## config.mk

```make
export PLATFORM = sky130hd
export DESIGN_NAME = header_trailer_deframer_sum_check
export DESIGN_NICKNAME = d
export VERILOG_FILES = /design/src/rtl/core/htdsc_pkg.sv /design/src/rtl/core/htdsc_front.sv /design/src/rtl/core/htdsc_queue.sv /design/src/rtl/core/htdsc_back.sv /design/src/rtl/core/header_trailer_deframer_sum_check.sv
export SDC_FILE = /design/constraint.sdc
export NUM_CORES = 1
export LEC_CHECK = 0
export BUFFER_PORTS_ARGS = -buffer_cell sky130_fd_sc_hd__buf_2
export CAP_MARGIN = 20
export CELL_PAD_IN_SITES_DETAIL_PLACEMENT = 0
export CELL_PAD_IN_SITES_GLOBAL_PLACEMENT = 2
export CORE_ASPECT_RATIO = 0.7
export CORE_UTILIZATION = 43
export DETAILED_ROUTE_END_ITERATION = 12
export PLACE_DENSITY_LB_ADDON = 0.1
export SETUP_SLACK_MARGIN = 0.05
export SKIP_LAST_GASP = 1
export SLEW_MARGIN = 40
export SYNTH_ARGS = -nofsm -noshare
export SYNTH_HDL_FRONTEND = slang
export SYNTH_SLANG_ARGS = --single-unit
export TNS_END_PERCENT = 5
```

## constraint.sdc

```tcl
create_clock -name clk_i -period 9.5 [get_ports clk_i]
set_clock_uncertainty 0.2 [all_clocks]
set_input_delay 1.9 -clock clk_i [delete_from_list [all_inputs] [get_ports clk_i]]
set_output_delay 1.9 -clock clk_i [all_outputs]
set_load 0.03 [all_outputs]
```

## src/rtl/core/htdsc_pkg.sv

```systemverilog
package htdsc_pkg;

  localparam int MAX_PATTERN_BYTES = 4;
  localparam int PAT_W = 32;
  localparam int PAT_BYTES = PAT_W / 8;
  localparam int LEN_W = 3;
  localparam int EFF_W = 4;
  localparam int MCNT_W = 3;

  localparam int STORE_DEPTH = 24;
  localparam int RCNT_W = 5;
  localparam logic [RCNT_W-1:0] REC_LAST_M0 = 5'd24;
  localparam logic [RCNT_W-1:0] REC_LAST_M1 = 5'd20;
  localparam logic [RCNT_W-1:0] PAY_LEN_M0 = 5'd24;
  localparam logic [RCNT_W-1:0] PAY_LEN_M1 = 5'd20;
  localparam logic [RCNT_W-1:0] STORE_LIMIT = 5'd24;
  localparam int PAYLOAD_W = 8 * STORE_DEPTH;

  localparam int QUEUE_DEPTH = 4;
  localparam int QPTR_W = 2;
  localparam int QCNT_W = 3;

  localparam int CFG_IDX_W = 3;
  localparam logic [CFG_IDX_W-1:0] CFG_FRAME_MODE = 3'd0;
  localparam logic [CFG_IDX_W-1:0] CFG_HEAD_PATTERN = 3'd1;
  localparam logic [CFG_IDX_W-1:0] CFG_HEAD_LENGTH = 3'd2;
  localparam logic [CFG_IDX_W-1:0] CFG_TAIL_PATTERN = 3'd3;
  localparam logic [CFG_IDX_W-1:0] CFG_TAIL_LENGTH = 3'd4;

  typedef struct packed {
    logic             frame_mode;
    logic [PAT_W-1:0] head_pattern;
    logic [LEN_W-1:0] head_length;
    logic [PAT_W-1:0] tail_pattern;
    logic [LEN_W-1:0] tail_length;
  } cfg_t;

  typedef struct packed {
    logic       valid;
    logic [7:0] data;
  } qword_t;

  function automatic logic [EFF_W-1:0] eff_len(input logic [LEN_W-1:0] len);
    logic [EFF_W-1:0] ext;
    ext = {1'b0, len};
    if (ext == '0) begin
      return EFF_W'(1);
    end else if (ext > EFF_W'(MAX_PATTERN_BYTES)) begin
      return EFF_W'(MAX_PATTERN_BYTES);
    end
    return ext;
  endfunction

  function automatic logic [7:0] pattern_byte(input logic [PAT_W-1:0] pat,
                                              input logic [MCNT_W-1:0] k);
    logic [PAT_W-1:0] sh;
    sh = pat >> {k, 3'b000};
    if ({1'b0, k} >= EFF_W'(PAT_BYTES)) begin
      return 8'h00;
    end
    return sh[7:0];
  endfunction

endpackage

```

## src/rtl/core/htdsc_front.sv

```systemverilog
module htdsc_front (
  input  logic              clk_i,
  input  logic              rst_ni,
  input  htdsc_pkg::cfg_t   cfg_i,
  input  logic              s_axis_tvalid,
  output logic              s_axis_tready,
  input  logic [7:0]        s_axis_tdata,   // [7:0] rx_byte
  input  logic              q_full_i,
  output htdsc_pkg::qword_t push_o
);
  import htdsc_pkg::*;

  logic              in_frame_q, in_frame_d;
  logic [MCNT_W-1:0] head_cnt_q, head_cnt_d;
  logic [MCNT_W-1:0] tail_cnt_q, tail_cnt_d;
  logic              accept;

  assign s_axis_tready = !q_full_i;
  assign accept = s_axis_tvalid && s_axis_tready;

  always_comb begin
    in_frame_d  = in_frame_q;
    head_cnt_d  = head_cnt_q;
    tail_cnt_d  = tail_cnt_q;
    push_o.valid = 1'b0;
    push_o.data  = s_axis_tdata;
    if (accept) begin
      if (!in_frame_q) begin
        if (s_axis_tdata == pattern_byte(cfg_i.head_pattern, head_cnt_q)) begin
          if (({1'b0, head_cnt_q} + EFF_W'(1)) >= eff_len(cfg_i.head_length)) begin
            head_cnt_d = '0;
            in_frame_d = 1'b1;
          end else begin
            head_cnt_d = head_cnt_q + MCNT_W'(1);
          end
        end
      end else if (s_axis_tdata == pattern_byte(cfg_i.tail_pattern, tail_cnt_q)) begin
        if (({1'b0, tail_cnt_q} + EFF_W'(1)) >= eff_len(cfg_i.tail_length)) begin
          tail_cnt_d = '0;
          in_frame_d = 1'b0;
        end else begin
          tail_cnt_d = tail_cnt_q + MCNT_W'(1);
        end
      end else begin
        push_o.valid = 1'b1;
      end
    end
  end

  always_ff @(posedge clk_i or negedge rst_ni) begin
    if (!rst_ni) begin
      in_frame_q <= 1'b0;
      head_cnt_q <= '0;
      tail_cnt_q <= '0;
    end else begin
      in_frame_q <= in_frame_d;
      head_cnt_q <= head_cnt_d;
      tail_cnt_q <= tail_cnt_d;
    end
  end

endmodule

```

## src/rtl/core/htdsc_queue.sv

```systemverilog
module htdsc_queue (
  input  logic              clk_i,
  input  logic              rst_ni,
  input  htdsc_pkg::qword_t push_i,
  output logic              full_o,
  input  logic              pop_i,
  output htdsc_pkg::qword_t head_o
);
  import htdsc_pkg::*;

  logic [7:0]        mem_q [QUEUE_DEPTH];
  logic [QPTR_W-1:0] wr_ptr_q, rd_ptr_q;
  logic [QCNT_W-1:0] cnt_q, cnt_d;
  logic              do_push, do_pop;

  assign full_o      = (cnt_q == QCNT_W'(QUEUE_DEPTH));
  assign head_o.valid = (cnt_q != '0);
  assign head_o.data  = mem_q[rd_ptr_q];
  assign do_push = push_i.valid && !full_o;
  assign do_pop  = pop_i && head_o.valid;

  always_comb begin
    cnt_d = cnt_q;
    if (do_push && !do_pop) begin
      cnt_d = cnt_q + QCNT_W'(1);
    end else if (do_pop && !do_push) begin
      cnt_d = cnt_q - QCNT_W'(1);
    end
  end

  always_ff @(posedge clk_i or negedge rst_ni) begin
    if (!rst_ni) begin
      wr_ptr_q <= '0;
      rd_ptr_q <= '0;
      cnt_q    <= '0;
    end else begin
      cnt_q <= cnt_d;
      if (do_push) begin
        wr_ptr_q <= wr_ptr_q + QPTR_W'(1);
      end
      if (do_pop) begin
        rd_ptr_q <= rd_ptr_q + QPTR_W'(1);
      end
    end
  end

  always_ff @(posedge clk_i) begin
    if (do_push) begin
      mem_q[wr_ptr_q] <= push_i.data;
    end
  end

  a_no_overflow: assert property (@(posedge clk_i) disable iff (!rst_ni)
    cnt_q <= QCNT_W'(QUEUE_DEPTH))
    else $error("queue count past depth");

  a_push_not_dropped: assert property (@(posedge clk_i) disable iff (!rst_ni)
    push_i.valid |-> !full_o)
    else $error("word pushed into full queue");

  a_count_tracks: assert property (@(posedge clk_i) disable iff (!rst_ni)
    (do_push && !do_pop) |=> cnt_q == $past(cnt_q) + QCNT_W'(1))
    else $error("queue count did not advance on push");

endmodule

```

## src/rtl/core/htdsc_back.sv

```systemverilog
module htdsc_back (
  input  logic                           clk_i,
  input  logic                           rst_ni,
  input  logic                           frame_mode_i,
  input  htdsc_pkg::qword_t              head_i,
  output logic                           pop_o,
  output logic                           m_axis_tvalid,
  input  logic                           m_axis_tready,
  output logic [htdsc_pkg::PAYLOAD_W-1:0] m_axis_tdata,  // payload_word0, word1, word2
  output logic                           m_axis_tuser   // record_mode
);
  import htdsc_pkg::*;

  logic [7:0]           store_q [STORE_DEPTH];
  logic [RCNT_W-1:0]    cnt_q, cnt_d;
  logic [7:0]           sum_q, sum_d;
  logic                 out_valid_q, out_valid_d;
  logic [PAYLOAD_W-1:0] out_data_q;
  logic                 out_mode_q;
  logic [PAYLOAD_W-1:0] payload;
  logic [RCNT_W-1:0]    rec_last, pay_len;
  logic                 is_last, load;

  assign rec_last = frame_mode_i ? REC_LAST_M1 : REC_LAST_M0;
  assign pay_len  = frame_mode_i ? PAY_LEN_M1 : PAY_LEN_M0;
  assign is_last  = (cnt_q >= rec_last);
  assign pop_o    = head_i.valid && (!is_last || !out_valid_q || m_axis_tready);
  assign load     = pop_o && is_last && (head_i.data == sum_q);

  always_comb begin
    for (int i = 0; i < STORE_DEPTH; i++) begin
      payload[8*i +: 8] = (RCNT_W'(i) < pay_len) ? store_q[i] : 8'h00;
    end
  end

  always_comb begin
    cnt_d = cnt_q;
    sum_d = sum_q;
    out_valid_d = out_valid_q && !m_axis_tready;
    if (pop_o) begin
      if (is_last) begin
        cnt_d = '0;
        sum_d = '0;
      end else begin
        cnt_d = cnt_q + RCNT_W'(1);
        sum_d = sum_q + head_i.data;
      end
    end
    if (load) begin
      out_valid_d = 1'b1;
    end
  end

  always_ff @(posedge clk_i or negedge rst_ni) begin
    if (!rst_ni) begin
      cnt_q       <= '0;
      sum_q       <= '0;
      out_valid_q <= 1'b0;
    end else begin
      cnt_q       <= cnt_d;
      sum_q       <= sum_d;
      out_valid_q <= out_valid_d;
    end
  end

  always_ff @(posedge clk_i) begin
    if (pop_o && !is_last && (cnt_q < STORE_LIMIT)) begin
      store_q[cnt_q] <= head_i.data;
    end
    if (load) begin
      out_data_q <= payload;
      out_mode_q <= frame_mode_i;
    end
  end

  assign m_axis_tvalid = out_valid_q;
  assign m_axis_tdata  = out_data_q;
  assign m_axis_tuser  = out_mode_q;

  a_count_bound: assert property (@(posedge clk_i) disable iff (!rst_ni)
    cnt_q <= REC_LAST_M0)
    else $error("record count past record length");

  a_check_clears: assert property (@(posedge clk_i) disable iff (!rst_ni)
    (pop_o && is_last) |=> (cnt_q == '0) && (sum_q == '0))
    else $error("count or sum not cleared after check byte");

  a_no_overwrite: assert property (@(posedge clk_i) disable iff (!rst_ni)
    load |-> (!out_valid_q || m_axis_tready))
    else $error("pending result overwritten");

endmodule

```

## src/rtl/core/header_trailer_deframer_sum_check.sv

```systemverilog
// A record's check byte passes through the queue; when it matches the running sum, the
// result is registered and held on m_axis_tvalid until m_axis_tready takes it.
// Throughput: one byte per cycle while s_axis_tready is high; each payload byte needs one compare, an 8-bit add
// and one store write, and a 4-word queue decouples input from result stalls.
// s_axis_tready drops only while that queue is full.
// Reset (rst_ni low, asynchronous): outside frame, counts and sum cleared,
// queue and result register empty, registers at their reset values.
module header_trailer_deframer_sum_check (
  input  logic                              clk_i,
  input  logic                              rst_ni,
  input  logic                              cfg_valid_i,
  output logic                              cfg_ready_o,
  input  logic [htdsc_pkg::CFG_IDX_W-1:0]   cfg_index_i,
  input  logic [htdsc_pkg::PAT_W-1:0]       cfg_data_i,
  input  logic                              s_axis_tvalid,
  output logic                              s_axis_tready,
  input  logic [7:0]                        s_axis_tdata,  // [7:0] rx_byte
  output logic                              m_axis_tvalid,
  input  logic                              m_axis_tready,
  // [63:0] payload_word0, [127:64] payload_word1, [191:128] payload_word2
  output logic [htdsc_pkg::PAYLOAD_W-1:0]   m_axis_tdata,
  output logic                              m_axis_tuser   // [0] record_mode
);
  import htdsc_pkg::*;

  cfg_t   cfg_q;
  qword_t push, head;
  logic   q_full, pop;

  assign cfg_ready_o = 1'b1;

  always_ff @(posedge clk_i or negedge rst_ni) begin
    if (!rst_ni) begin
      cfg_q.frame_mode   <= 1'b0;
      cfg_q.head_pattern <= '0;
      cfg_q.head_length  <= LEN_W'(1);
      cfg_q.tail_pattern <= '0;
      cfg_q.tail_length  <= LEN_W'(1);
    end else if (cfg_valid_i && cfg_ready_o) begin
      unique case (cfg_index_i)
        CFG_FRAME_MODE:   cfg_q.frame_mode   <= cfg_data_i[0];
        CFG_HEAD_PATTERN: cfg_q.head_pattern <= cfg_data_i;
        CFG_HEAD_LENGTH:  cfg_q.head_length  <= cfg_data_i[LEN_W-1:0];
        CFG_TAIL_PATTERN: cfg_q.tail_pattern <= cfg_data_i;
        CFG_TAIL_LENGTH:  cfg_q.tail_length  <= cfg_data_i[LEN_W-1:0];
        default: ;
      endcase
    end
  end

  htdsc_front u_front (
    .clk_i         (clk_i),
    .rst_ni        (rst_ni),
    .cfg_i         (cfg_q),
    .s_axis_tvalid (s_axis_tvalid),
    .s_axis_tready (s_axis_tready),
    .s_axis_tdata  (s_axis_tdata),
    .q_full_i      (q_full),
    .push_o        (push)
  );

  htdsc_queue u_queue (
    .clk_i  (clk_i),
    .rst_ni (rst_ni),
    .push_i (push),
    .full_o (q_full),
    .pop_i  (pop),
    .head_o (head)
  );

  htdsc_back u_back (
    .clk_i         (clk_i),
    .rst_ni        (rst_ni),
    .frame_mode_i  (cfg_q.frame_mode),
    .head_i        (head),
    .pop_o         (pop),
    .m_axis_tvalid (m_axis_tvalid),
    .m_axis_tready (m_axis_tready),
    .m_axis_tdata  (m_axis_tdata),
    .m_axis_tuser  (m_axis_tuser)
  );

endmodule
```

# [Yosys cells after proc, flatten, opt, wreduce, memory -nomap -nowiden]
# Memories as Yosys holds them, arrays and structs flattened. A register that Yosys moved wholly into a read port is not among the register bits.
# Cells that the tools add are included.
[totals] memories=2 elab_cells=181 reg_bits=100 ram_bits=224 out_inout_bits=196
[mem_list] memory="u_back.store_q" depth=24 width=8 rd=24 rd_clocked_by_memory_dff=24 write_ports=1 line="htdsc_back.sv:14" rtl="logic [7:0] store_q [STORE_DEPTH];"
[mem_list] memory="u_queue.mem_q" depth=4 width=8 rd=1 rd_clocked_by_memory_dff=0 write_ports=1 line="htdsc_queue.sv:11" rtl="logic [7:0] mem_q [QUEUE_DEPTH];"
[classes] mux=56 addsub=10 order_cmp=32 reduce_logical=55 n_eq_ne=8 n_shift=2 bitwise=1
[ops] operator="$mux 8" count=9
[ops] operator="$shr 32x6->8" count=2
[ops] operator="$mux 4" count=13
[ops] operator="$lt 4x5->1 const A" count=8
[ops] operator="$lt 5x5->1 const A" count=8
[ops] operator="$logic_not 1->1" count=30
[ops] operator="$mux 1" count=29
[ops] operator="$eq 8x8->1" count=3
[ops] operator="$lt 3x5->1 const A" count=4
[ops] operator="$mux 3" count=4
[ops] operator="$logic_and 1x1->1" count=11
[ops] operator="$lt 1x5->1 const A" count=2
[ops] operator="$lt 2x5->1 const A" count=2
[ops] operator="$reduce_and 2->1" count=5
[ops] operator="$add 3x1->3 const B" count=3
[ops] operator="$logic_not 3->1" count=3
[ops] operator="$add 3x1->4 const B" count=2
[ops] operator="$add 8x8->8" count=1
[ops] operator="$ge 4x4->1" count=2
[ops] operator="$eq 3x2->1 const B" count=2
[ops] operator="$eq 3x3->1 const B" count=2
[ops] operator="$ge 3x3->1 const B" count=2
[ops] operator="$gt 3x3->1 const B" count=2
[ops] operator="$reduce_and 3->1" count=2
[ops] operator="other kinds (11)" count=13

# [Longest topological paths before layout]
# Gate-level depths: netlist of run 1.
[logic_depth] depth_word=19 ltp_mapped=13 ltp_nobuf=13

# [By module]
# Synthesis of run 1 repeated with hierarchy kept, for this count alone.
[unflattened] hier_cells=949 hier_area_um2=18864.3
[by_module_without_submodules] mod="htdsc_back" cells_each=565 n_inst=1 area_per_inst_um2=12959.9
[by_module_without_submodules] mod="header_trailer_deframer_sum_check" cells_each=156 n_inst=1 area_per_inst_um2=2850.2
[by_module_without_submodules] mod="htdsc_queue" cells_each=77 n_inst=1 area_per_inst_um2=1590.3
[by_module_without_submodules] mod="htdsc_front" cells_each=151 n_inst=1 area_per_inst_um2=1463.9

# [Least setup slack after synthesis of run 1]
# OpenSTA, ideal clock, no wires.
[synth_path] kind="flip-flop to flip-flop" startpoint="reg u_queue.rd_ptr_q[0]" endpoint="reg u_back.out_data_q[0], in the netlist u_back.m_axis_tdata[0], read port of u_back.store_q, enable pin" path_stages_with_launch=8 t_required_ps=8756 arrival_ps=6445 path_buffers=1 setup_time_ps=544 slack_ps=2311 cell_sequence="dfrtp_1 clkbuf_1 mux4_2 ha_1 or4_1 nor4_1 nand3_1 inv_1"
[synth_rtl] item="from (decl)" line="htdsc_queue.sv:12" rtl="logic [QPTR_W-1:0] wr_ptr_q, rd_ptr_q;"
[synth_rtl] item="from (signal assigned)" line="htdsc_queue.sv:42" rtl="rd_ptr_q <= rd_ptr_q + QPTR_W'(1);"
[synth_rtl] item="to (decl)" line="htdsc_back.sv:18" rtl="logic [PAYLOAD_W-1:0] out_data_q;"

==> out/summary.log, run 1 <==
[timing] maximum clock frequency 202 MHz
[place] HPWL reported at the end of detailed placement 24.6 mm
[power] Pleak 8.07 nW
[setup_path] r2r startpoint u_queue.rd_ptr_q[0]$_DFFE_PN0P_
[floorplanning] effective utilization at floorplan 0.436
[floorplanning] width of the die 250 µm
[place] Port Buf Inserts 242
[timing] shortest period the worst path allows 4.94 ns
[logic_synthesis] async set or reset register ratio after synthesis 0.192
[logic_synthesis] Synth warnings 0
[clock_network] number of setup buffers added after CTS 0
[logic_synthesis] cell count after synthesis 935
[min_path] hold crit path type flop to flop
[routing] vias after detailed routing 8928
[power] power per cell area 269 nW/µm²
[timing] worst slew pin tran 0.790 ns
[logic_synthesis] FF+latch count, synth 516
[setup_path] data arrival at the endpoint of the critical path 4.98 ns
[routing] via-per-instance ratio 4.95
[routing] count of unresolved DRC violations after routing 0
[setup_path] critical-path maximum fanout 121
[setup_path] FF-to-FF path depth 8
[setup_path] capture instance of the worst register-to-register path u_back.m_axis_tdata[81]$_DFFE_PP_
[clock_network] number of sinks handled by clock tree synthesis 516
[logic_synthesis] sequential-to-total area share from yosys stat 0.813
[setup_path] Worst setup EP type flop
[global_routing] global-route wire length before repair 56.6 mm
[clock_network] count of hold buffers inserted by post-cts repair 0
[setup_path] Crit-path slowest cell sky130_fd_sc_hd__mux4_2
[place] instance area after placement 20400 µm²
[setup_path] dominant delay contributor by cell family on the critical path buffers and inverters
[final_layout] most common cell after layout, fill and taps aside sky130_fd_sc_hd__edfxtp_1
[routing] Routed wire per std cell 21.0 µm
[setup_path] R2R Setup Slk 4.56 ns
[final_layout] antenna diode count 0
[global_routing] antenna violations before repair 2
[timing] Rel. slew slack 0.473
[floorplanning] overall die area 43700 µm²
[run] max_cap viols 0
[routing] post-route ant nets 0
[setup_path] critical path class flop to flop
[timing] Setup TNS 0 ns
[final_layout] ratio of cells with drive above 1 in the final layout 0.345
[final_layout] commonest cells after routing, fill and taps aside sky130_fd_sc_hd__edfxtp_1 (417), sky130_fd_sc_hd__buf_2 (241), sky130_fd_sc_hd__dfrtp_1 (95)
[logic_synthesis] ys flop type sky130_fd_sc_hd__edfxtp_1
[timing] final max-slew violation count 0
[final_layout] final instance count without filler cells 1802
[clock_network] CTS H-tree depth 2
[setup_path] critical path cell sequence mux4_2 -> ha_1 -> or4_1 -> nor4_1 -> nand3_1 -> clkinv_8 -> buf_4 -> buf_12
[timing] # setup viols final 0
[timing] unrepaired setup endpoints after global routing false
[final_layout] net count of the finished layout 1297
[place] placer's final routability congestion estimate 0.766
[global_routing] number of global-route vias before repair 8922
[timing] final worst path period share 0.520
[setup_path] Required @ worst endpoint 9.54 ns
[place] Inst Count DP 1718
[setup_path] Stages on worst setup path 8
[routing] number of DRC violations after detailed-routing iteration 0 612
[setup_path] endpoint of the most critical setup path u_back.m_axis_tdata[81]$_DFFE_PP_
[clock_network] CTS Root Buffer Type sky130_fd_sc_hd__clkbuf_16
[floorplanning] die span in y 175 µm
[clock_network] insertion delay of the later-clocked pin in the worst-skew pair 0.56 ns
[global_routing] total overflow reported by the global router 0
[final_layout] post-synthesis to final-layout area growth 18.5%
[floorplanning] count of pins on the block boundary 244
[setup_path] Worst path max stage delay 0.88 ns
[final_layout] area of all placed cells without fillers 21900 µm²
[routing] iteration count of the initial detailed-routing pass 4
[clock_network] Resize count post-CTS 0
[setup_path] number of buffers and inverters on the critical path 3
[global_routing] GRT Util Overall 0.175
[logic_synthesis] number of enable-type register cells in the synthesized netlist 417
[clock_network] clock input transition at the sequential cells of the worst setup and hold paths 0.06 ns
[power] peak ir drop on the vdd network 169 µV
[clock_network] number of buffers on the longest clock path 3
[logic_synthesis] syn_nets 1015
[run_status] outcome finished, final reports clean
[routing] total wire length after detailed routing 37.8 mm
[floorplanning] core region area 42300 µm²
[setup_path] Worst setup startpoint u_queue.rd_ptr_q[0]$_DFFE_PN0P_
[clock_network] CTS tree done
[power] overall power 5.87 mW
[timing] Final Hold Fails 0
[logic_synthesis] number of distinct standard cells referenced by the synthesized netlist 52
[timing] Post-Route Hold Slack 0.211 ns
[setup_path] sort of element at the start of the critical path flop
[global_routing] maximum number of pins on one net before global-route repair 122
[logic_synthesis] Avg Inst Size Synth 19.7 µm²
[clock_network] TritonCTS Buffers 49
[logic_synthesis] mapped cell area 18400 µm²
[floorplanning] total number of placement rows 63
## layer usage
metal | part of all wire | track usage | up-vias
met5 | 0 | 0 | -
met3 | 0.052 | 0.0341 | 47
met2 | 0.43 | 0.254 | 231
met4 | 0.015 | 0.0381 | 0
met1 | 0.50 | 0.273 | 4523
li1 | - | - | 4127
## cell type report
cell class / instances / area (µm²)
Fill cell: 3500 / 20500
Inverter: 23 / 98.8
Clock inverter: 22 / 161
Tap cell: 552 / 691
Multi-Input combinational cell: 376 / 3290
Clock buffer: 62 / 1320
Sequential cell: 516 / 15000
Timing Repair Buffer: 251 / 1300
## power by group
group / switching (mW) / leakage, nW / internal, mW / total, mW
logic: 0.665 / 2.41 / 0.342 / 1.01
clock network: 0.793 / 0.716 / 1.03 / 1.82
registers: 0.137 / 4.94 / 2.91 / 3.05
## kinds of logic after synthesis
| family | synth area share |
|---|---|
| xor gates and xnor gates | 0.0104 |
| buffers and inverters | 0.00984 |
| DFF | 0.813 |
| adders and majority gates | 0.0225 |
| AOI/OAI and AO/OA | 0.0183 |
| other | 0.000203 |
| muxes | 0.0787 |
| and+or+nand+nor | 0.0467 |
## registers in the layout, summed over array words and instances, names as in the netlist
register              cells
cfg_q                    71
u_back.m_axis_tuser       1
u_back.m_axis_tdata     192
u_front.head_cnt_q        3
u_back.cnt_q              5
u_front.in_frame_q        1
u_queue.rd_ptr_q          2
u_queue.cnt_q             3
u_queue.mem_q            32
u_back.sum_q              8
u_back.m_axis_tvalid      1
u_back.store_q          192
u_front.tail_cnt_q        3
u_queue.wr_ptr_q          2
## through the flow
stage / setup slack, ns / utilization
2_1_floorplan: 2.31 / -
3_3_place_gp: 4.04 / 0.480
3_5_place_dp: 4.31 / 0.481
4_1_cts: 4.28 / 0.516
5_1_grt: 4.20 / 0.516
6_report: 4.56 / 0.516
## how the worst min path moves through the flow
| stage | from | end | depth (start not counted) |
|---|---|---|---|
| floorplan | u_back.store_q[0][0]$_DFFE_PP_ | u_back.m_axis_tdata[0]$_DFFE_PP_ | 0 |
| global placement | u_back.store_q[15][7]$_DFFE_PP_ | u_back.m_axis_tdata[127]$_DFFE_PP_ | 0 |
| detailed placement | u_back.store_q[12][7]$_DFFE_PP_ | u_back.m_axis_tdata[103]$_DFFE_PP_ | 0 |
| CTS | u_back.store_q[11][3]$_DFFE_PP_ | u_back.m_axis_tdata[91]$_DFFE_PP_ | 0 |
| global route | u_back.store_q[2][5]$_DFFE_PP_ | u_back.m_axis_tdata[21]$_DFFE_PP_ | 0 |
| finish | u_back.store_q[11][3]$_DFFE_PP_ | u_back.m_axis_tdata[91]$_DFFE_PP_ | 0 |
## synthesized netlist by cell type, drive strengths merged (10+ instances only)
| cell | n | share of area |
|---|---|---|
| mux2 | 76 | 0.047 |
| o21ai | 13 | 0.0035 |
| mux4 | 24 | 0.030 |
| ha | 30 | 0.020 |
| dfrtp | 97 | 0.13 |
| inv | 23 | 0.0047 |
| clkbuf | 13 | 0.0026 |
| xnor2 | 15 | 0.0071 |
| nor2b | 33 | 0.011 |
| and3 | 10 | 0.0034 |
| nand3 | 16 | 0.0043 |
| edfxtp | 417 | 0.68 |
| nor2 | 46 | 0.0094 |
| nand2 | 29 | 0.0059 |
Power figures use the tool's default switching activity.
==> run 2: changes to the inputs <==
Settings changed: CORE_UTILIZATION 43 to 39.
Clock period 9.5 ns to 4.4 ns, I/O delays scaled along.
==> run 2 against run 1 <==
Wire length rose by 5.9%. Non-clock buffer count grew 21. Critical path type unchanged. Maximum frequency up 26%.
==> out/summary.log, run 2 (synthesis results as in run 1) <==
[final_layout] commonest cells after routing, fill and taps aside sky130_fd_sc_hd__edfxtp_1 (417), sky130_fd_sc_hd__buf_2 (241), sky130_fd_sc_hd__dfrtp_1 (97)
[routing] count of unresolved DRC violations after routing 0 [unchanged]
[routing] iteration count of the initial detailed-routing pass 5 [+1]
[floorplanning] effective utilization at floorplan 0.396 [-0.0397]
[power] proportion of power drawn by combinational gates 0.182 [+0.011]
[floorplanning] count of pins on the block boundary 244 [unchanged]
[final_layout] antenna diode count 0 [unchanged]
[power] power per cell area 588 nW/µm² [+120%]
[run] max_cap viols 0 [unchanged]
[routing] total wire length after detailed routing 40.0 mm [+5.9%]
[final_layout] area of all placed cells without fillers 22200 µm² [+1.7%]
[timing] maximum clock frequency 256 MHz [+26%]
[setup_path] critical-path maximum fanout 14 [-88%]
[final_layout] number of filler cells placed in the layout 3985 [+14%]
[timing] # setup viols final 0 [unchanged]
[clock_network] number of sinks handled by clock tree synthesis 516 [unchanged]
[global_routing] global-route track usage on met2 0.248 [-0.00603]
[setup_path] Worst path max stage delay 0.79 ns [-0.09 ns]
[floorplanning] overall die area 48200 µm² [+10%]
[clock_network] CTS tree done
[power] sequential group share of total power 0.503 [-0.016]
[final_layout] footprint of the multi-input gates 3300 µm² [+0.46%]
[timing] Rel. slew slack 0.436 [-0.0369]
[timing] shortest period the worst path allows 3.91 ns [-1.03 ns]
[run_status] outcome finished, final reports clean
[min_path] hold crit path type input pin to async pin
[power] Pleak 8.23 nW [+2.0%]
[global_routing] global routing met3 resource utilization 0.0374 [+0.00327]
[global_routing] number of global-route vias before repair 8967 [+0.50%]
[global_routing] antenna violations before repair 1 [-1]
[setup_path] CP most frequent cell sky130_fd_sc_hd__xor2_1
[floorplanning] total number of placement rows 66 [+4.8%]
[clock_network] number of setup buffers added after CTS 0 [unchanged]
[floorplanning] die span in y 184 µm [+4.9%]
[final_layout] net count of the finished layout 1318 [+1.6%]
[routing] vias after detailed routing 8914 [-0.16%]
[global_routing] global-route wire length before repair 59.3 mm [+4.8%]
[routing] number of DRC violations after detailed-routing iteration 0 510 [-17%]
[timing] final max-slew violation count 0 [unchanged]
[clock_network] CTS H-tree depth 2 [unchanged]
[power] peak ir drop on the vdd network 320 µV [+90%]
[clock_network] count of hold buffers inserted by post-cts repair 0 [unchanged]
[place] placer's final routability congestion estimate 0.732 [-4.4%]
[final_layout] post-synthesis to final-layout area growth 20.6%
[power] Internal Power 9.44 mW [+120%]
[power] share of total power in the clock network 0.315 [+0.005]
[floorplanning] width of the die 262 µm [+5.0%]
[global_routing] global routing usage on met1 0.258 [-0.0144]
[setup_path] critical path class flop to flop
[clock_network] TritonCTS Buffers 49 [unchanged]
[global_routing] layer carrying the most global-route usage met1
[clock_network] insertion delay of the later-clocked pin in the worst-skew pair 0.57 ns [about the same]
[setup_path] Crit-path slowest cell sky130_fd_sc_hd__dfrtp_1
[global_routing] GRT Util Overall 0.169 [-0.00555]
[clock_network] Resize count post-CTS 0 [unchanged]
[setup_path] sort of element at the start of the critical path flop
[place] instance area after placement 20700 µm² [+1.4%]
[timing] final worst path period share 0.888 [+0.368]
[final_layout] most common cell after layout, fill and taps aside sky130_fd_sc_hd__edfxtp_1
[setup_path] Required @ worst endpoint 4.68 ns [-4.86 ns]
[timing] final setup slack of the worst path 0.493 ns [-4.07 ns]
[setup_path] data arrival at the endpoint of the critical path 4.19 ns [-0.79 ns]
[timing] worst slew pin tran 0.842 ns [+0.0523 ns]
[floorplanning] core region area 46600 µm² [+10%]
[timing] unrepaired setup endpoints after global routing false
[final_layout] footprint of the flip-flops and latches 15000 µm² [about the same]
[routing] via-per-instance ratio 4.72 [-4.7%]
[global_routing] total overflow reported by the global router 0 [unchanged]
[clock_network] clock input transition at the sequential cells of the worst setup and hold paths 0.06 ns [about the same]
[global_routing] maximum number of pins on one net before global-route repair 60 [-51%]
[clock_network] CTS Root Buffer Type sky130_fd_sc_hd__clkbuf_16
[clock_network] number of buffers on the longest clock path 3 [unchanged]
[final_layout] ratio of cells with drive above 1 in the final layout 0.360 [+0.0149]
[power] Switching Share 0.278 [+0.00657]
[place] Port Buf Inserts 242 [unchanged]
[setup_path] critical path cell sequence mux4_2 -> xnor2_1 -> a31oi_1 -> o32ai_1 -> nand4_1 -> nor3b_2 -> ha_1 -> inv_1 -> fa_1 -> xor2_1 -> nor2_1 -> xor2_1
[power] overall power 13.1 mW [+120%]
[routing] Routed wire per std cell 21.2 µm [+1.0%]
[place] HPWL reported at the end of detailed placement 26.5 mm [+7.7%]
[routing] post-route ant nets 0 [unchanged]
[timing] Final Hold Fails 0 [unchanged]
[power] net switching power 3.63 mW [+130%]
[place] post-placement setup slack 0.494 ns [-3.81 ns]
[setup_path] Worst setup EP type flop
[run 2: cell types whose count changed in the layout (fill, tap and decap cells not counted), sizes merged]
cell	delta
clkinvlp	+4
inv	+1
clkinv	+1
bufinv	+2
clkbuf	-3
buf	+21
[run 2: metal layers]
metal | wire length [µm] | up-vias
li1 | - | 4178
met1 | 19700 | 4471
met2 | 17400 | 218
met3 | 2280 | 47
met4 | 582 | 0
met5 | 0 | -
[run 2: area by class of cell]
class / count / area share
Timing Repair Buffer: 272 / 0.0677
Clock inverter: 30 / 0.0123
Tap cell: 612 / 0.0344
Multi-Input combinational cell: 376 / 0.149
Clock buffer: 59 / 0.0582
Sequential cell: 516 / 0.675
Inverter: 23 / 0.00405
[run 2: power by group through the flow]
stage / logic, mW / clock network [mW] / registers (mW)
floorplan: 1.51 / 0 / 6.54
global placement: 2.42 / 0 / 6.67
detailed placement: 2.43 / 0 / 6.67
CTS: 2.44 / 4.24 / 6.57
global route: 2.66 / 4.44 / 6.64
finish: 2.38 / 4.12 / 6.57
[run 2: path summary, 6_finish.rpt]
| kind | start | endpoint | slack [ns] | cells after the start |
|---|---|---|---|---|
| setup reg to reg | u_front.tail_cnt_q[0]$_DFFE_PN0P_ | u_queue.cnt_q[2]$_DFFE_PN0P_ | 0.49 | 12 |
| hold reg to reg | u_back.store_q[12][1]$_DFFE_PP_ | u_back.m_axis_tdata[97]$_DFFE_PP_ | 0.21 | 0 |
| min in group clk_i | u_back.store_q[12][1]$_DFFE_PP_ | u_back.m_axis_tdata[97]$_DFFE_PP_ | 0.21 | 0 |
| max in group asynchronous | rst_ni | cfg_q[43]$_DFFE_PN0P_ | 3.11 | 2 |
| setup / recovery | u_front.tail_cnt_q[0]$_DFFE_PN0P_ | u_queue.cnt_q[2]$_DFFE_PN0P_ | 0.49 | 12 |
| hold / removal | rst_ni | cfg_q[5]$_DFFE_PN0P_ | 0.11 | 1 |
[run 2: worst max-delay path, delay by kind of cell (launching register included)]
kind / cells / cell delay, ns
DFF: 1 / 0.79
and+or+nand+nor: 3 / 0.72
adders and majority gates: 2 / 0.64
muxes: 1 / 0.63
xor gates and xnor gates: 3 / 0.46
AOI/OAI and AO/OA: 2 / 0.33
buffers and inverters: 1 / 0.06
[run 2: per-stage QoR]
| step | hold slack [ns] | instances | setup TNS (ns) | utilization |
|---|---|---|---|---|
| 6_report | 0.105 | 1888 | 0 | 0.477 |
| 4_1_cts | 0.104 | 1888 | 0 | 0.477 |
| 2_1_floorplan | 0.200 | 935 | -161.45 | - |
| 3_3_place_gp | 0.201 | 1799 | 0 | 0.443 |
| 3_5_place_dp | 0.205 | 1799 | 0 | 0.443 |
| 5_1_grt | 0.137 | 1888 | 0 | 0.477 |
